## src/design/sphs_ram.sv

```systemverilog
// Generic single-write, single-read RAM with registered read data.
module sphs_ram #(
  parameter int WIDTH = 8,
  parameter int DEPTH = 16
) (
  input  logic                     clk_i,
  input  logic                     we_i,
  input  logic [$clog2(DEPTH)-1:0] waddr_i,
  input  logic [WIDTH-1:0]         wdata_i,
  input  logic                     re_i,
  input  logic [$clog2(DEPTH)-1:0] raddr_i,
  output logic [WIDTH-1:0]         rdata_o
);

  logic [WIDTH-1:0] mem_q [DEPTH];
  logic [WIDTH-1:0] rdata_q;

  always_ff @(posedge clk_i) begin
    if (we_i) begin
      mem_q[waddr_i] <= wdata_i;
    end
    if (re_i) begin
      rdata_q <= mem_q[raddr_i];
    end
  end

  assign rdata_o = rdata_q;

endmodule

```

## config.mk

```make
export PLATFORM = sky130hd
export DESIGN_NAME = sphs_ram
export DESIGN_NICKNAME = d
export VERILOG_FILES = /design/src/design/sphs_ram.sv
export SDC_FILE = /design/constraint.sdc
export NUM_CORES = 1
export LEC_CHECK = 0
export BUFFER_PORTS_ARGS = -buffer_cell sky130_fd_sc_hd__buf_4
export CORE_ASPECT_RATIO = 0.8
export CORE_MARGIN = 4
export CORE_UTILIZATION = 49
export CTS_CLUSTER_DIAMETER = 50
export CTS_CLUSTER_SIZE = 24
export DETAILED_ROUTE_END_ITERATION = 8
export PLACE_DENSITY_LB_ADDON = 0.12
export REMOVE_ABC_BUFFERS = 1
export SLEW_MARGIN = 20
export SYNTH_ARGS = -nofsm -noshare
export SYNTH_HDL_FRONTEND = slang
export SYNTH_SLANG_ARGS = --single-unit
export TNS_END_PERCENT = 20
```

## constraint.sdc

```tcl
create_clock -name clk_i -period 1.8 [get_ports clk_i]
set_input_delay 0.27 -clock clk_i [delete_from_list [all_inputs] [get_ports clk_i]]
set_output_delay 0.27 -clock clk_i [all_outputs]
set_load 0.02 [all_outputs]
```

======== Yosys cells after proc, flatten, opt, wreduce, memory -nomap -nowiden ========
Memory sizes are Yosys's and may differ from the RTL's. A register that Yosys moved wholly into a read port is not among the register bits.
Index checks and enable logic that the tools add are counted.
operators by class
  mux-type cells .......................... 2
operators by type and width
  kind              count
  1-bit 2-to-1 mux  2
storage, ports and cells
  output and inout port bits .............. 8
  flip-flop bits (word level) ............. 0
  memory bits (writable) .................. 128
  memories ................................ 1
memory list
  name   depth  width  read ports  clocked after memory_dff  write ports  line  source
  mem_q  16     8      1           1                         1            15    logic [WIDTH-1:0] mem_q [DEPTH];

======== Longest topological paths before layout ========
Gate-level depths: netlist of the first run.
  depth in word-level cells ............... 2
  gate-level depth with buffers ........... 5
  mapped depth without buffers ............ 3

======== Worst setup path after synthesis of the first run ========
Ideal clock, no wire load.
  path type ............................... input -> register
  start ................................... input port waddr_i[2]
  end ..................................... memory mem_q[0][0], enable pin
  setup slack ............................. 0.037 ns
  arrival time ............................ 1.380 ns
  cell stages on the path ................. 2
  cells stage by stage .................... or3b_2 > nor3_1
RTL lines
  element      line  source
  from (decl)  8     input logic [$clog2(DEPTH)-1:0] waddr_i,
  to (decl)    15
No word-level cell before the write port.

==> run metrics, run 1 <==
status finished, final reports clean; largest net degree at the start of global routing 23; 1st-pass router iterations 5; synthesized area roughly 5200 um2; post-CTS resize count 0; switching part of the total power 19.5%; CTS tree yes; number of hold buffers added after CTS 0; Max VDD drop between 0.0006 and 0.0007 V; fmax 0.681 GHz; Net Sw Power about 1.5 mW; maxcap violations 0; DRT antenna net count 0; CTS Sinks between 100 and 150; Clock power frac a little under half; Final Hold Viols 0; chip width between 100 and 150 um; FP Rows 33; placer's final routability congestion estimate about 0.7; first-pass GRT wire length ~15 mm; Leak between 2 and 2.5 nW; Mapped Cells 229; GRT overflow 0; #FFs+latches synth about 140; Yosys warning count 0; Antenna diodes 0; H-tree depth 4; Crit. End Element flop; die area between 10000 and 15000 um2; share of power burned in registers a little under half; post-synth cell types 18; drt drc 0; max-slew violation count 0; type of the worst min-delay path in -> reg; final instance area roughly 6300 um2; initial core utilization 50.6%; CTS buffer count 17; vias 2491; Fin Setup TNS 0 ns; total wire length a little under 10 mm; Root Buffer clkbuf_16; post-DR vias/cell between 5 and 6; detailed placement HPWL 6.53 mm; final setup fails 0; CTS max path bufs 2; Cell Area, Placed around 5700 um2; critical path type reg -> reg; initial antenna violation count 0; ratio of cells with drive above 1 in the final layout between 30 and 40%; Pint just over 6 mW; fill count 720; setup bufs post-CTS 0; WL per Instance around 22 um; sequential share of the synthesized area roughly four fifths; port buffer count 26; die height roughly 100 um; RSZ-0062 raised after global routing false; Layout Nets between 300 and 400; Area growth, synth to finish 21.3%; Worst-path clk slew 0.06 ns; Inst Count DP slightly above 400; vias in the first global route approximately 2600; P per Cell Area around 1200 nW/um2; post-route insts no fill 440; Comb pwr share 4.9%; Req. time, crit path 1.96 ns; Critical Path Start Type flop; Worst Max-Slew Pin Slew slightly below 0.4 ns; initial DRC count 170; max_slew headroom roughly 74%; hold_ws approximately 0.16 ns; period utilization 81.5%; Mean Syn Cell Area around 23 um2; CP arrival around 1.6 ns; Final Skew around 0.0064 ns; worst skew pair latency 0.41 ns; CP Max Fanout 1; all-layer global routing usage between 10% and 20%; Tmin final about 1.5 ns; Core ar. 10300 um2; I/O pins 27
[worst max-delay path, cell delays in order (launching register included)]
cell      delay [ns]
edfxtp_1        0.37
mux4_2          0.49
a22oi_1         0.27
nand2_1         0.09
[synthesized netlist by cell type]
| library cell | count | area share [%] |
|---|---|---|
| edfxtp_1 | 136 | 78 |
| mux4_2 | 18 | 7.8 |
| a22oi_1 | 16 | 2.3 |
| mux4_1 | 14 | 7.0 |
| nor2_1 | 13 | 0.93 |
| nand2_1 | 9 | 0.65 |
| nor3_1 | 4 | 0.38 |
| buf_2 | 3 | 0.29 |
| buf_6 | 3 | 0.65 |
| clkdlybuf4s25_2 | 3 | 0.57 |
| nand2b_1 | 2 | 0.24 |
| nand3b_1 | 2 | 0.29 |
| and2_1 | 1 | 0.12 |
| and2b_1 | 1 | 0.14 |
| buf_4 | 1 | 0.14 |
| nand3_1 | 1 | 0.096 |
| nor2b_1 | 1 | 0.12 |
| or3b_2 | 1 | 0.17 |
[cells by family after synthesis]
logic type      count (synthesis)  synth area share [%]
simple gates                   35                  3.14
compound gates                 16                  2.30
mux                            32                  14.8
flops                         136                  78.1
buf+inv                        10                  1.65
[cells in the final DEF (no fill, tap or decap), types with 2 or more instances in the layout]
cell,instances
a22oi_1,16
buf_12,3
buf_4,47
bufinv_16,4
clkbuf_16,17
clkinv_1,2
clkinv_4,2
clkinvlp_4,4
edfxtp_1,136
mux4_1,14
mux4_2,18
nand2_1,9
nand2b_1,2
nand3b_1,2
nor2_1,13
nor3_1,4
[layout make-up]
class	count	area, um2	area share, %
timing repair buffer	50	413	6.51
clock inverter	13	180	2.84
tap	140	175	2.76
multi-input combinational	83	1060	16.7
clock buffer	18	429	6.77
sequential	136	4080	64.4
[power groups by stage]
stage	Sequential, mW	Combinational, mW	Clock [mW]
floorplan	3.67	0.142	0
global placement	3.65	0.370	0
detailed placement	3.66	0.375	0
CTS	3.59	0.376	3.59
global route	3.60	0.402	3.75
finish	3.59	0.369	3.54
[sequential cells by signal, indices dropped and copies added, names as in the netlist]
name / flops
mem_q: 128
rdata_o: 8
[layer usage]
layer / up-vias / track usage [%] / routed length [um]
met3: 9 / 6.08 / 565
met4: 0 / 5.62 / 75
met5: - / 0 / 0
li1: 1101 / - / -
met1: 1309 / 25.7 / 4570
met2: 72 / 26.0 / 4640
[metrics by stage]
stage               worst slack, ns  power [mW]  util, %
floorplan                    0.0371        3.81        -
global placement            -0.0178        4.02     55.5
detailed placement          -0.0255        4.03     55.5
CTS                           0.322        7.56     61.4
global route                  0.232        7.74     61.4
finish                        0.332        7.50     61.4
[worst paths after layout]
| path | startpoint | to | slack, ns | cells after the start |
|---|---|---|---|---|
| worst max-delay path | mem_q[3][4] | rdata_o[4] | 0.33 | 3 |
| worst min-delay path | re_i | rdata_o[3] | 0.16 | 1 |
| worst max register to register | mem_q[3][4] | rdata_o[4] | 0.33 | 3 |
| worst min register to register | mem_q[7][1] | rdata_o[1] | 0.74 | 3 |
(Power assumes the default switching activity.)
==> run 2, diff against run 1 <==
- clock period: 1.8 -> 1.3 ns (I/O delays scaled with it)
==> run metrics, run 2 (synthesis results as in run 1) <==
Worst-path clk slew 0.06 ns; drt drc 0; Pint about 8.2 mW; number of hold buffers added after CTS 0; RSZ-0062 raised after global routing true; Final Hold Viols 0; CP arrival 1.56 ns; Root Buffer clkbuf_16; period utilization 108%; failing checks setup timing; type of the worst min-delay path in -> reg; critical path cell sequence mux4_2 > a22oi_2 > nand2_1; Crit path largest cell delay a little under 0.5 ns; worst skew pair latency between 0.4 and 0.5 ns; Tmin final 1.41 ns; switching part of the total power 19.8%; post-route insts no fill about 440; fmax approximately 0.7 GHz; Max VDD drop approximately 0.00086 V; die area between 10000 and 15000 um2; Comb pwr share 5.4%; Inst Count DP approximately 410; WL per Instance 22.9 um; Final Skew 0.00584 ns; die height around 100 um; CTS buffer count 17; Leak 2.11 nW; Worst Max-Slew Pin Slew 0.987 ns; chip width around 120 um; vias between 2000 and 2500; all-layer global routing usage a little under a fifth; slowest CP cell mux4_2; Reg2Reg Setup Slack -0.11 ns; critical path type reg -> reg; P per Cell Area ~1600 nW/um2; max-slew violation count 0; port buffer count 26; Req. time, crit path 1.45 ns; Net Sw Power around 2 mW; total power slightly above 10 mW; I/O pins 27; vias in the first global route approximately 2500; initial DRC count between 150 and 200; Crit. End Element flop; Layout Nets 309; max_slew headroom 34.1%; largest net degree at the start of global routing 17; CTS Sinks 136; GRT overflow 0; Core ar. ~10000 um2; first-pass GRT wire length 15.3 mm; Largest Register mem_q; hold_ws around 0.091 ns; detailed placement HPWL 6.58 mm; maxcap violations 0; Fin Setup TNS -0.484 ns; fin worst setup slack -0.107 ns; 1st-pass router iterations 6; final instance area between 6000 and 7000 um2; post-DR vias/cell roughly 5.5; initial core utilization about 51%; CP Max Fanout 1; initial antenna violation count 0; CP top delay family multiplexers; worst slack at placement -0.490 ns; placer's final routability congestion estimate approximately 0.71; CTS tree yes; Cell Area, Placed roughly 5800 um2; Area growth, synth to finish 21.5%; fin util roughly 62%; CTS max path bufs 2; Antenna diodes 0; Clock power frac roughly 46%; Critical Path Start Type flop; status finished, violations left; Buf/Inv on CP 0; DRT antenna net count 0; max reg flops around 130; share of power burned in registers roughly half; commonest non-fill, non-tap cell in the layout edfxtp_1; FP Rows 33; ratio of cells with drive above 1 in the final layout approximately two fifths; H-tree depth 4; final setup fails 8; total wire length just over 10 mm; commonest non-fill, non-tap cells in the layout edfxtp_1 (136), buf_4 (48), mux4_2 (31), clkbuf_16 (17), nor2_1 (13)
==> run 2: changes by cell type in the layout (fill, tap and decap cells not counted) <==
| cell | delta |
|---|---|
| bufinv_16 | -1 |
| buf_4 | +1 |
| mux4_1 | -13 |
| clkbuf_1 | +1 |
| mux4_2 | +13 |
| a22oi_1 | -11 |
| clkinv_2 | +1 |
| a22oi_2 | +11 |
| buf_12 | +1 |
==> run 2: worst paths after layout <==
| kind | end | cells after the start | start |
|---|---|---|---|
| worst max-delay path | rdata_o[4] | 3 | mem_q[8][4] |
| worst min-delay path | rdata_o[7] | 1 | re_i |
| worst max register to register | rdata_o[4] | 3 | mem_q[8][4] |
| worst min register to register | rdata_o[1] | 3 | mem_q[14][1] |
==> run 2: layout make-up <==
type / instances / area, um2
flip-flops and latches: 136 / 4080
fillers: 758 / 3970
multi-input cells: 83 / 1060
repair buffers: 52 / 440
clock buffers: 19 / 433
well taps: 140 / 175
clock inverters: 13 / 155
==> run 2: routing by layer <==
metal	vias to the layer above	track usage [%]	routed length [um]
met5	-	0	0
met4	0	6.13	76
met3	7	5.18	751
met2	81	26.3	4740
met1	1242	26.4	4600
li1	1091	-	-
==> run 2: power by group through the flow <==
| stage | registers (mW) | logic [mW] | clock network [mW] |
|---|---|---|---|
| floorplan | 5.08 | 0.197 | 0 |
| global placement | 5.06 | 0.524 | 0 |
| detailed placement | 5.06 | 0.534 | 0 |
| CTS | 4.97 | 0.547 | 4.78 |
| global route | 4.98 | 0.603 | 4.95 |
| finish | 4.97 | 0.555 | 4.69 |
==> run 2: repair_timing <==
item	CTS	global route
pin swaps	7	5
resized for setup	10	14
setup endpoints to repair	8	8
setup buffers	0	0
==> run 3, diff against run 2 <==
- CTS_CLUSTER_DIAMETER: 50 -> 100
- GPL_TIMING_DRIVEN: not set -> 0
- RECOVER_POWER: not set -> 50
==> run metrics, run 3 (synthesis results as in run 1) <==
slowest CP cell mux4_2; hold_ws between 0.07 and 0.08 ns; post-route insts no fill approximately 420; number of hold buffers added after CTS 0; commonest non-fill, non-tap cell in the layout edfxtp_1; commonest non-fill, non-tap cells in the layout edfxtp_1 (136), mux4_2 (30), buf_4 (19), clkbuf_16 (17), a22oi_2 (12); switching part of the total power 18.9%; port buffer count 26; Layout Nets ~290; Crit path largest cell delay around 0.47 ns; Crit. End Element flop; Comb pwr share under 10%; period utilization 110%; CTS max path bufs 2; die height around 100 um; Net Sw Power 2.03 mW; I/O pins 27; FP Rows 33; Tmin final 1.43 ns; Worst Max-Slew Pin Slew roughly 1 ns; drt drc 0; total power roughly 11 mW; GRT overflow 0; WL per Instance roughly 23 um; detailed placement HPWL 5.76 mm; total wire length between 9 and 10 mm; failing checks setup timing; type of the worst min-delay path in -> reg; CP Max Fanout 1; final setup fails 16; Largest Register mem_q; initial antenna violation count 0; max reg flops 128; Inst Count DP 387; Final Skew approximately 0.0083 ns; Leak roughly 2 nW; share of power burned in registers roughly 46%; CP top delay family multiplexers; max-slew violation count 0; Pint between 8 and 9 mW; first-pass GRT wire length about 14 mm; Final Hold Viols 0; CTS buffer count 17; vias roughly 2300; post-DR vias/cell ~5.5; Worst-path clk slew around 0.060 ns; Antenna diodes 0; CTS Sinks between 100 and 150; vias in the first global route 2363; worst skew pair latency between 0.4 and 0.5 ns; RSZ-0062 raised after global routing true; fmax roughly 0.7 GHz; placer's final routability congestion estimate between 0.6 and 0.7; Buf/Inv on CP 0; DRT antenna net count 0; 1st-pass router iterations 4; Area growth, synth to finish 19.3%; setup bufs post-CTS 0; initial DRC count between 200 and 250; die area 12400 um2; critical path cell sequence mux4_2 > a22oi_2 > nand2_2; Critical Path Start Type flop; P per Cell Area roughly 1700 nW/um2; Max VDD drop roughly 0.0016 V; Core ar. a little over 10000 um2; CP arrival approximately 1.6 ns; Req. time, crit path 1.44 ns; chip width around 120 um; status finished, violations left; all-layer global routing usage 17.0%; fin worst setup slack -0.129 ns; CTS tree yes; max_slew headroom between 30 and 40%; largest net degree at the start of global routing 33; Root Buffer clkbuf_16; ratio of cells with drive above 1 in the final layout 37.3%; initial core utilization between 50% and 60%; critical path type reg -> reg; H-tree depth 4; maxcap violations 0; Clock power frac 49.1%
## run 3: cell count changes in the layout (fill, tap and decap cells not counted), sizes merged
cell      change
buf          -32
clkbuf        +7
bufinv        +3
clkinv        -1
clkinvlp      -1
## run 3: power groups by stage
stage	registers (mW)	clock network, mW	logic, mW
6_report	4.97	5.28	0.509
4_1_cts	4.97	5.35	0.517
3_5_place_dp	5.05	0	0.483
3_3_place_gp	5.05	0	0.472
2_1_floorplan	5.08	0	0.197
5_1_grt	4.97	5.58	0.555
## run 3: final cells by class
class                   instances  area (um2)
well taps                     140         175
multi-input cells              83        1130
fillers                       745        4090
clock inverters                14         229
repair buffers                 28         184
clock buffers                  18         429
flip-flops and latches        136        4080
## run 3: repair_timing
item | in CTS | in global routing
endpoints found under the hold margin | 0 | 0
gates resized for setup | 25 | 12
pin swaps | 12 | 3
setup endpoints to repair | 32 | 51
## run 3: routing by layer
metal  vias up  routed length (um)  track usage, %
li1       1045                   -               -
met1      1181                4370            24.9
met2        74                4450            24.6
met3        10                 627            5.69
met4         0                  88            5.11
met5         -                   0               0
## run 3: path summary, 6_finish.rpt
check               from         end  slack (ns)  depth (start not counted)
max reg2reg  mem_q[8][1]  rdata_o[1]       -0.13                          3
min reg2reg  mem_q[4][0]  rdata_o[0]        0.76                          3
max          mem_q[8][1]  rdata_o[1]       -0.13                          3
min                 re_i  rdata_o[5]        0.07                          1
## run 3: worst register-to-register path: stages (launching register included)
cell	delay, ns
edfxtp_1	0.36
mux4_2	0.47
a22oi_2	0.22
nand2_2	0.11
## run 3: metrics by stage
| step | utilization (%) | TNS, ns | setup WS [ns] | instance area (um2) |
|---|---|---|---|---|
| floorplan | - | -8.17 | -0.388 | 5140 |
| global placement | 53.4 | -71.63 | -1.15 | 5510 |
| detailed placement | 53.7 | -54.72 | -0.777 | 5550 |
| CTS | 60.4 | -0.855 | -0.141 | 6240 |
| global route | 60.4 | -1.76 | -0.180 | 6230 |
| finish | 60.4 | -0.769 | -0.129 | 6230 |
